[config.mk]
export PLATFORM = sky130hd
export DESIGN_NAME = warmup_moving_average_core_flat
export DESIGN_NICKNAME = d
export VERILOG_FILES = /design/src/sv/wma_pkg.sv /design/src/sv/wma_sample_if.sv /design/src/sv/wma_average_if.sv /design/src/sv/wma_ram.sv /design/src/sv/warmup_moving_average_core.sv /design/src/flat_wrapper.sv
export SDC_FILE = /design/constraint.sdc
export NUM_CORES = 1
export LEC_CHECK = 0
export BUFFER_PORTS_ARGS = -buffer_cell sky130_fd_sc_hd__buf_2
export CAP_MARGIN = 5
export CORE_UTILIZATION = 63
export CTS_CLUSTER_DIAMETER = 100
export DETAILED_ROUTE_END_ITERATION = 10
export GPL_TIMING_DRIVEN = 0
export PLACE_DENSITY = 0.8
export SLEW_MARGIN = 20
export SYNTH_ARGS = -nofsm -noshare
export SYNTH_HDL_FRONTEND = slang
export SYNTH_SLANG_ARGS = --single-unit
export TNS_END_PERCENT = 10
[constraint.sdc]
create_clock -name clk -period 8.04 [get_ports clk]
set_input_delay 1.608 -clock clk [delete_from_list [all_inputs] [get_ports clk]]
set_output_delay 1.608 -clock clk [all_outputs]
set_load 0.01 [all_outputs]
[src/sv/wma_pkg.sv]
package wma_pkg;

  localparam int SAMPLE_W = 24;
  localparam int DIV_STEP_BITS = 4;

  typedef logic signed [SAMPLE_W-1:0] sample_t;

  typedef enum logic [1:0] {
    ST_IDLE,
    ST_LOAD,
    ST_DIV,
    ST_DONE
  } state_t;

endpackage

[src/sv/wma_sample_if.sv]
interface wma_sample_if;
  logic             valid;
  logic             ready;
  wma_pkg::sample_t sample;

  modport source (output valid, output sample, input ready);
  modport sink (input valid, input sample, output ready);
endinterface

[src/sv/wma_average_if.sv]
interface wma_average_if;
  logic             valid;
  logic             ready;
  wma_pkg::sample_t average;

  modport source (output valid, output average, input ready);
  modport sink (input valid, input average, output ready);
endinterface

[src/sv/wma_ram.sv]
module wma_ram #(
  parameter int WIDTH = 24,
  parameter int DEPTH = 8
) (
  input  logic                                   clk,
  input  logic                                   we,
  input  logic [(DEPTH > 1 ? $clog2(DEPTH) : 1)-1:0] addr,
  input  logic [WIDTH-1:0]                       wdata,
  output logic [WIDTH-1:0]                       rdata
);

  logic [WIDTH-1:0] mem [DEPTH];

  always_ff @(posedge clk) begin
    if (we) begin
      mem[addr] <= wdata;
    end
    rdata <= mem[addr];
  end

endmodule

[src/sv/warmup_moving_average_core.sv]
// Warm-up moving average of signed 24-bit samples. Each sample beat on the
// samples channel yields one beat on the means channel: the mean of the
// last min(n, WINDOW) samples since reset, truncated toward zero. Samples
// live in a WINDOW-entry ring memory; a running sum is updated by a
// read-modify-write of the ring slot. An accepted sample is registered;
// the load state writes it to the ring, updates the sum and loads the
// divider, which retires four quotient bits per cycle from the
// SUM_W-bit magnitude, SUM_W = 24 + clog2(WINDOW). The mean enters the
// output register once the division is done and the register is free.
// The next sample is taken once the result is registered, while it waits
// on the means channel. No clearing pass follows reset.
module warmup_moving_average_core #(
  parameter int WINDOW = 8
) (
  input  logic          clk,
  input  logic          rst,
  wma_sample_if.sink    samples,
  wma_average_if.source means
);

  localparam int SUM_W  = wma_pkg::SAMPLE_W + $clog2(WINDOW);
  localparam int CNT_W  = $clog2(WINDOW + 1);
  localparam int SLOT_W = (WINDOW > 1) ? $clog2(WINDOW) : 1;
  localparam int STEP   = wma_pkg::DIV_STEP_BITS;
  localparam int ITERS  = (SUM_W + STEP - 1) / STEP;
  localparam int QW     = ITERS * STEP;
  localparam int IT_W   = $clog2(ITERS + 1);

  wma_pkg::state_t state, state_next;

  logic                    in_ready;
  logic                    ram_we;
  logic                    div_run;
  logic                    out_load;

  wma_pkg::sample_t        sample_r;
  logic [wma_pkg::SAMPLE_W-1:0] ram_rdata;
  logic signed [SUM_W-1:0] running_sum;
  logic signed [SUM_W-1:0] running_sum_next;
  logic [CNT_W-1:0]        fill_count;
  logic [SLOT_W-1:0]       write_slot;
  logic                    ring_full;

  logic [CNT_W-1:0]        divisor;
  logic [QW-1:0]           dividend;
  logic [QW-1:0]           quotient;
  logic [CNT_W-1:0]        remainder;
  logic                    negative;
  logic [IT_W-1:0]         iter;

  logic [QW-1:0]           dividend_next;
  logic [QW-1:0]           quotient_next;
  logic [CNT_W-1:0]        remainder_next;

  logic [SUM_W-1:0]        sum_mag;
  logic [SUM_W-1:0]        mean;

  logic                    out_valid;
  wma_pkg::sample_t        average_r;

  wma_ram #(
    .WIDTH (wma_pkg::SAMPLE_W),
    .DEPTH (WINDOW)
  ) u_ring (
    .clk   (clk),
    .we    (ram_we),
    .addr  (write_slot),
    .wdata (sample_r),
    .rdata (ram_rdata)
  );

  always_comb begin
    state_next = state;
    case (state)
      wma_pkg::ST_IDLE: begin
        if (samples.valid) begin
          state_next = wma_pkg::ST_LOAD;
        end
      end
      wma_pkg::ST_LOAD: begin
        state_next = wma_pkg::ST_DIV;
      end
      wma_pkg::ST_DIV: begin
        if (iter == IT_W'(ITERS - 1)) begin
          state_next = wma_pkg::ST_DONE;
        end
      end
      wma_pkg::ST_DONE: begin
        if (!out_valid || means.ready) begin
          state_next = wma_pkg::ST_IDLE;
        end
      end
      default: begin
        state_next = wma_pkg::ST_IDLE;
      end
    endcase
  end

  always_comb begin
    in_ready = 1'b0;
    ram_we   = 1'b0;
    div_run  = 1'b0;
    out_load = 1'b0;
    case (state)
      wma_pkg::ST_IDLE: in_ready = 1'b1;
      wma_pkg::ST_LOAD: ram_we = 1'b1;
      wma_pkg::ST_DIV:  div_run = 1'b1;
      wma_pkg::ST_DONE: out_load = !out_valid || means.ready;
      default: begin
        in_ready = 1'b0;
      end
    endcase
  end

  always_ff @(posedge clk) begin
    if (rst) begin
      state <= wma_pkg::ST_IDLE;
    end else begin
      state <= state_next;
    end
  end

  // Drop the overwritten entry once the ring is full, then add the new sample.
  always_comb begin
    running_sum_next = running_sum + SUM_W'(sample_r);
    if (ring_full) begin
      running_sum_next = running_sum_next - SUM_W'($signed(ram_rdata));
    end
    sum_mag = running_sum_next[SUM_W-1] ? SUM_W'(-running_sum_next)
                                        : SUM_W'(running_sum_next);
  end

  always_ff @(posedge clk) begin
    if (in_ready && samples.valid) begin
      sample_r <= samples.sample;
    end
  end

  always_ff @(posedge clk) begin
    if (rst) begin
      running_sum <= '0;
      fill_count  <= CNT_W'(1);
      write_slot  <= '0;
      ring_full   <= 1'b0;
    end else if (ram_we) begin
      running_sum <= running_sum_next;
      if (fill_count < CNT_W'(WINDOW)) begin
        fill_count <= fill_count + CNT_W'(1);
      end
      if (write_slot == SLOT_W'(WINDOW - 1)) begin
        write_slot <= '0;
        ring_full  <= 1'b1;
      end else begin
        write_slot <= write_slot + SLOT_W'(1);
      end
    end
  end

  // Restoring division, STEP quotient bits per cycle, most significant first.
  always_comb begin
    logic [CNT_W:0] trial;
    logic [QW-1:0]  dvd;
    logic [QW-1:0]  quo;
    logic [CNT_W-1:0] rem;
    dvd = dividend;
    quo = quotient;
    rem = remainder;
    for (int i = 0; i < STEP; i++) begin
      trial = {rem, dvd[QW-1]};
      dvd   = {dvd[QW-2:0], 1'b0};
      if (trial >= {1'b0, divisor}) begin
        trial = trial - {1'b0, divisor};
        quo   = {quo[QW-2:0], 1'b1};
      end else begin
        quo   = {quo[QW-2:0], 1'b0};
      end
      rem = trial[CNT_W-1:0];
    end
    dividend_next  = dvd;
    quotient_next  = quo;
    remainder_next = rem;
  end

  always_ff @(posedge clk) begin
    if (ram_we) begin
      dividend  <= QW'(sum_mag);
      quotient  <= '0;
      remainder <= '0;
      divisor   <= fill_count;
      negative  <= running_sum_next[SUM_W-1];
      iter      <= '0;
    end else if (div_run) begin
      dividend  <= dividend_next;
      quotient  <= quotient_next;
      remainder <= remainder_next;
      iter      <= iter + IT_W'(1);
    end
  end

  assign mean = negative ? SUM_W'(-quotient[SUM_W-1:0]) : quotient[SUM_W-1:0];

  always_ff @(posedge clk) begin
    if (rst) begin
      out_valid <= 1'b0;
    end else if (out_load) begin
      out_valid <= 1'b1;
    end else if (means.ready) begin
      out_valid <= 1'b0;
    end
  end

  always_ff @(posedge clk) begin
    if (out_load) begin
      average_r <= mean[wma_pkg::SAMPLE_W-1:0];
    end
  end

  assign samples.ready = in_ready && !rst;
  assign means.valid   = out_valid;
  assign means.average = average_r;

endmodule
[src/flat_wrapper.sv]
// flat-port wrapper written by rule: the top's interface ports become plain ports
module warmup_moving_average_core_flat 
#(
  parameter int WINDOW = 8
)
  (clk, rst, samples_valid, samples_sample, samples_ready, means_valid, means_average, means_ready);
  wma_sample_if samples_i ();
  wma_average_if means_i ();
  input  logic clk;
  input  logic rst;
  input wire logic [$bits(samples_i.valid)-1:0] samples_valid;
  input wire logic [$bits(samples_i.sample)-1:0] samples_sample;
  output wire logic [$bits(samples_i.ready)-1:0] samples_ready;
  output wire logic [$bits(means_i.valid)-1:0] means_valid;
  output wire logic [$bits(means_i.average)-1:0] means_average;
  input wire logic [$bits(means_i.ready)-1:0] means_ready;
  assign samples_i.valid = samples_valid;
  assign samples_i.sample = samples_sample;
  assign samples_ready = samples_i.ready;
  assign means_valid = means_i.valid;
  assign means_average = means_i.average;
  assign means_i.ready = means_ready;
  warmup_moving_average_core #(.WINDOW(WINDOW)) u_core (.clk(clk), .rst(rst), .samples(samples_i), .means(means_i));
endmodule
==> results by group <==
Final layout
  – Number of antenna diodes: 0
  – Fin nets: 1752
  – Area grow syn2layout: 11.9%
  – Share of layout cells above drive strength 1: 0.154
  – # fillers: 1979
  – Area of the multi-input gates: 8080 µm²
  – Reg area: 10000 µm²

Yosys
  – Area leader, netlist: edfxtp_1
  – Cells taking the most area after synthesis: edfxtp_1 44%, dfxtp_1 10%, mux4_2 5.8%
  – Netlist cell types: 95
  – Synth cell count leaders: 272 x edfxtp_1, 150 x nor2_1, 105 x nand2_1, 94 x dfxtp_1, 80 x ha_1
  – Cells after Synth: 1533
  – Largest family of logic cells by synthesized area: simple AND/OR/NAND/NOR gates
  – Async set or reset register ratio after synthesis: 0
  – Post-synthesis sequential area ratio: 0.541
  – Synth Cell Area: 18600 µm²
  – Syn nets: 1647
  – Compound-gate portion of the synthesized area: 0.120
  – Adder-cell share of the synthesized area: 0.0603
  – Yosys reg bits: 366
  – Post-Synth XOR/XNOR Area: 0.0283
  – Ys flop type: edfxtp_1
  – Yosys top cell area share: 0.440
  – Area share of and/or/nand/nor cells after synthesis: 0.120
  – Ys Warns: 0
  – Post-synth EDFFs: 272
  – Mux share of post-synthesis cell area: 0.103
  – Mean Syn Cell Area: 12.1 µm²
  – Most common cell in the netlist: edfxtp_1

Drt
  – Vias post-DR: 12900
  – Vias per std cell: 6.30
  – Iteration-0 DRC Markers: 1256
  – Avg WL per Cell: 21.5 µm
  – TritonRoute pass-1 iters: 7
  – DRT Wirelength: 44000 µm
  – DRC viols: 0
  – Antenna-violating nets left: 0

Critical path
  – Crit-path slowest cell: edfxtp_1
  – CP arrival: 7.77 ns
  – Max stage delay on crit path: 0.47 ns
  – Worst EP required: 8.45 ns
  – Critical Path Source Type: flip-flop
  – Reg2reg setup slack: 0.68 ns
  – Worst-path maximum fanout: 8
  – Element type at the critical path end: flip-flop
  – Crit Path Class: flip-flop to flip-flop

STA
  – Setup WS post-layout: 0.678 ns
  – Final Cycle Share: 0.916
  – Worst-Margin Slew: 1.05 ns
  – Setup TNS: 0 ns
  – RSZ-0062 raised after global routing: no
  – Final Setup Violations: 0
  – Max-slew headroom: 0.301
  – Final max-slew violation count: 0
  – Worst Skew: 0.0247 ns
  – Final Hold Viols: 0
  – Fmax achieved: 136 MHz
  – Fin crit period: 7.36 ns

Global routing
  – Total global routing overflow: 0
  – Vias in the first global route: 12900
  – Initial antenna violation count: 0
  – Largest net degree at the start of global routing: 29
  – First-pass GRT wire length: 68400 µm
  – GRT Total Usage: 0.293

Placed design
  – Dpl ws: 0.608 ns
  – Placer congestion estimate: 0.938
  – Dpl hpwl: 31600 µm
  – Buffers added on ports: 52

Floorplan
  – Core area: 28900 µm²
  – Die H: 174 µm
  – Site row count: 62
  – Die Area: 30200 µm²
  – IO Count: 54
  – Starting Density: 0.644
  – DIE WIDTH: 174 µm

Clock network
  – CTS Buf Count: 37
  – TritonCTS clock tree: done
  – CTS max path bufs: 3
  – Root buffer cell: clkbuf_16
  – Clock slew at reported path FFs: 0.06 ns
  – H-tree levels: 2
  – Worst-Skew Late Latency: 0.54 ns
  – Sink Count: 366

Run status
  – Outcome: finished clean

Flow run
  – Maxcap violations: 0

Worst hold path
  – Worst hold-check path type: flip-flop to flip-flop
[worst paths after layout]
path | startpoint | endpoint | cells after the start
max | u_core.divisor[1] | u_core.remainder[1] | 31
min | u_core.running_sum[23] | u_core.running_sum[23] | 2
max reg2reg | u_core.divisor[1] | u_core.remainder[1] | 31
min reg2reg | u_core.running_sum[23] | u_core.running_sum[23] | 2
[cells in the final DEF (no fill, tap or decap), drive strengths merged, types with 6 or more instances in the layout]
cell	n
edfxtp	272
nor2	151
nand2	106
dfxtp	94
clkbuf	90
buf	85
ha	80
inv	71
a21oi	70
o21ai	56
mux4	48
mux2i	47
xnor2	37
nor3	37
a211oi	36
mux2	32
nand3	27
a21o	24
xor2	23
nand2b	22
and2	21
o21a	17
o31ai	15
o211ai	14
or3	12
and3	11
clkinv	11
nand4	10
o311ai	9
nor2b	9
a31oi	8
or4	8
nor4	7
o211a	6
o2111ai	6
a211o	6
fa	6
a31o	6
[per-stage QoR]
stage	cells	cell area (µm²)	hold slack, ns	utilization
floorplan	1533	18600	0.432	-
global placement	1969	19300	0.456	0.670
detailed placement	1983	19600	0.468	0.679
CTS	2049	20800	0.477	0.721
global route	2049	20800	0.509	0.721
finish	2049	20800	0.479	0.721
[routing by layer]
layer  GRT usage  part of all wire
met3      0.0419             0.066
met4       0.124             0.042
met5           0                 0
met1       0.378              0.41
met2       0.496              0.48
[registers in the layout (all words and copies together) (netlist names), 2 cells and up]
signal / flops
u_core.dividend: 28
u_core.divisor: 4
u_core.fill_count: 4
u_core.iter: 3
u_core.means.average: 24
u_core.quotient: 24
u_core.remainder: 4
u_core.running_sum: 27
u_core.sample_r: 24
u_core.state: 2
u_core.u_ring.mem: 192
u_core.u_ring.rdata: 24
u_core.write_slot: 3
[logic make-up after synthesis]
family	count (synthesis)
buf+inv	131
xor+xnor	60
fa+ha+maj	86
simple gates	450
flops	366
compound gates	313
mux	127
[critical path: cells and delay by family (launching register included)]
family / cells / cell delay [ns]
AO/OA/AOI/OAI: 12 / 2.67
multiplexers: 4 / 1.31
AND/OR/NAND/NOR: 8 / 1.21
adder cells (fa/ha/maj): 4 / 1.14
flip-flops: 1 / 0.47
buffers and inverters: 3 / 0.43
[cell type report]
cell class / instances / share of cell area
multi-input combinational: 1036 / 0.388
clock inverter: 19 / 0.0105
sequential: 366 / 0.483
timing repair buffer: 66 / 0.0227
buffer: 62 / 0.0124
tap: 384 / 0.0231
clock buffer: 47 / 0.0473
inverter: 69 / 0.0125
[what timing repair did]
action | CTS | global route
hold buffers | 0 | 0
endpoints found under the setup margin | 0 | 1
buffers inserted | 0 | 0
resized for setup | 0 | 1
Power is not shown: default switching activity piles up to over one toggle a cycle in this logic, so the estimate is an artifact.
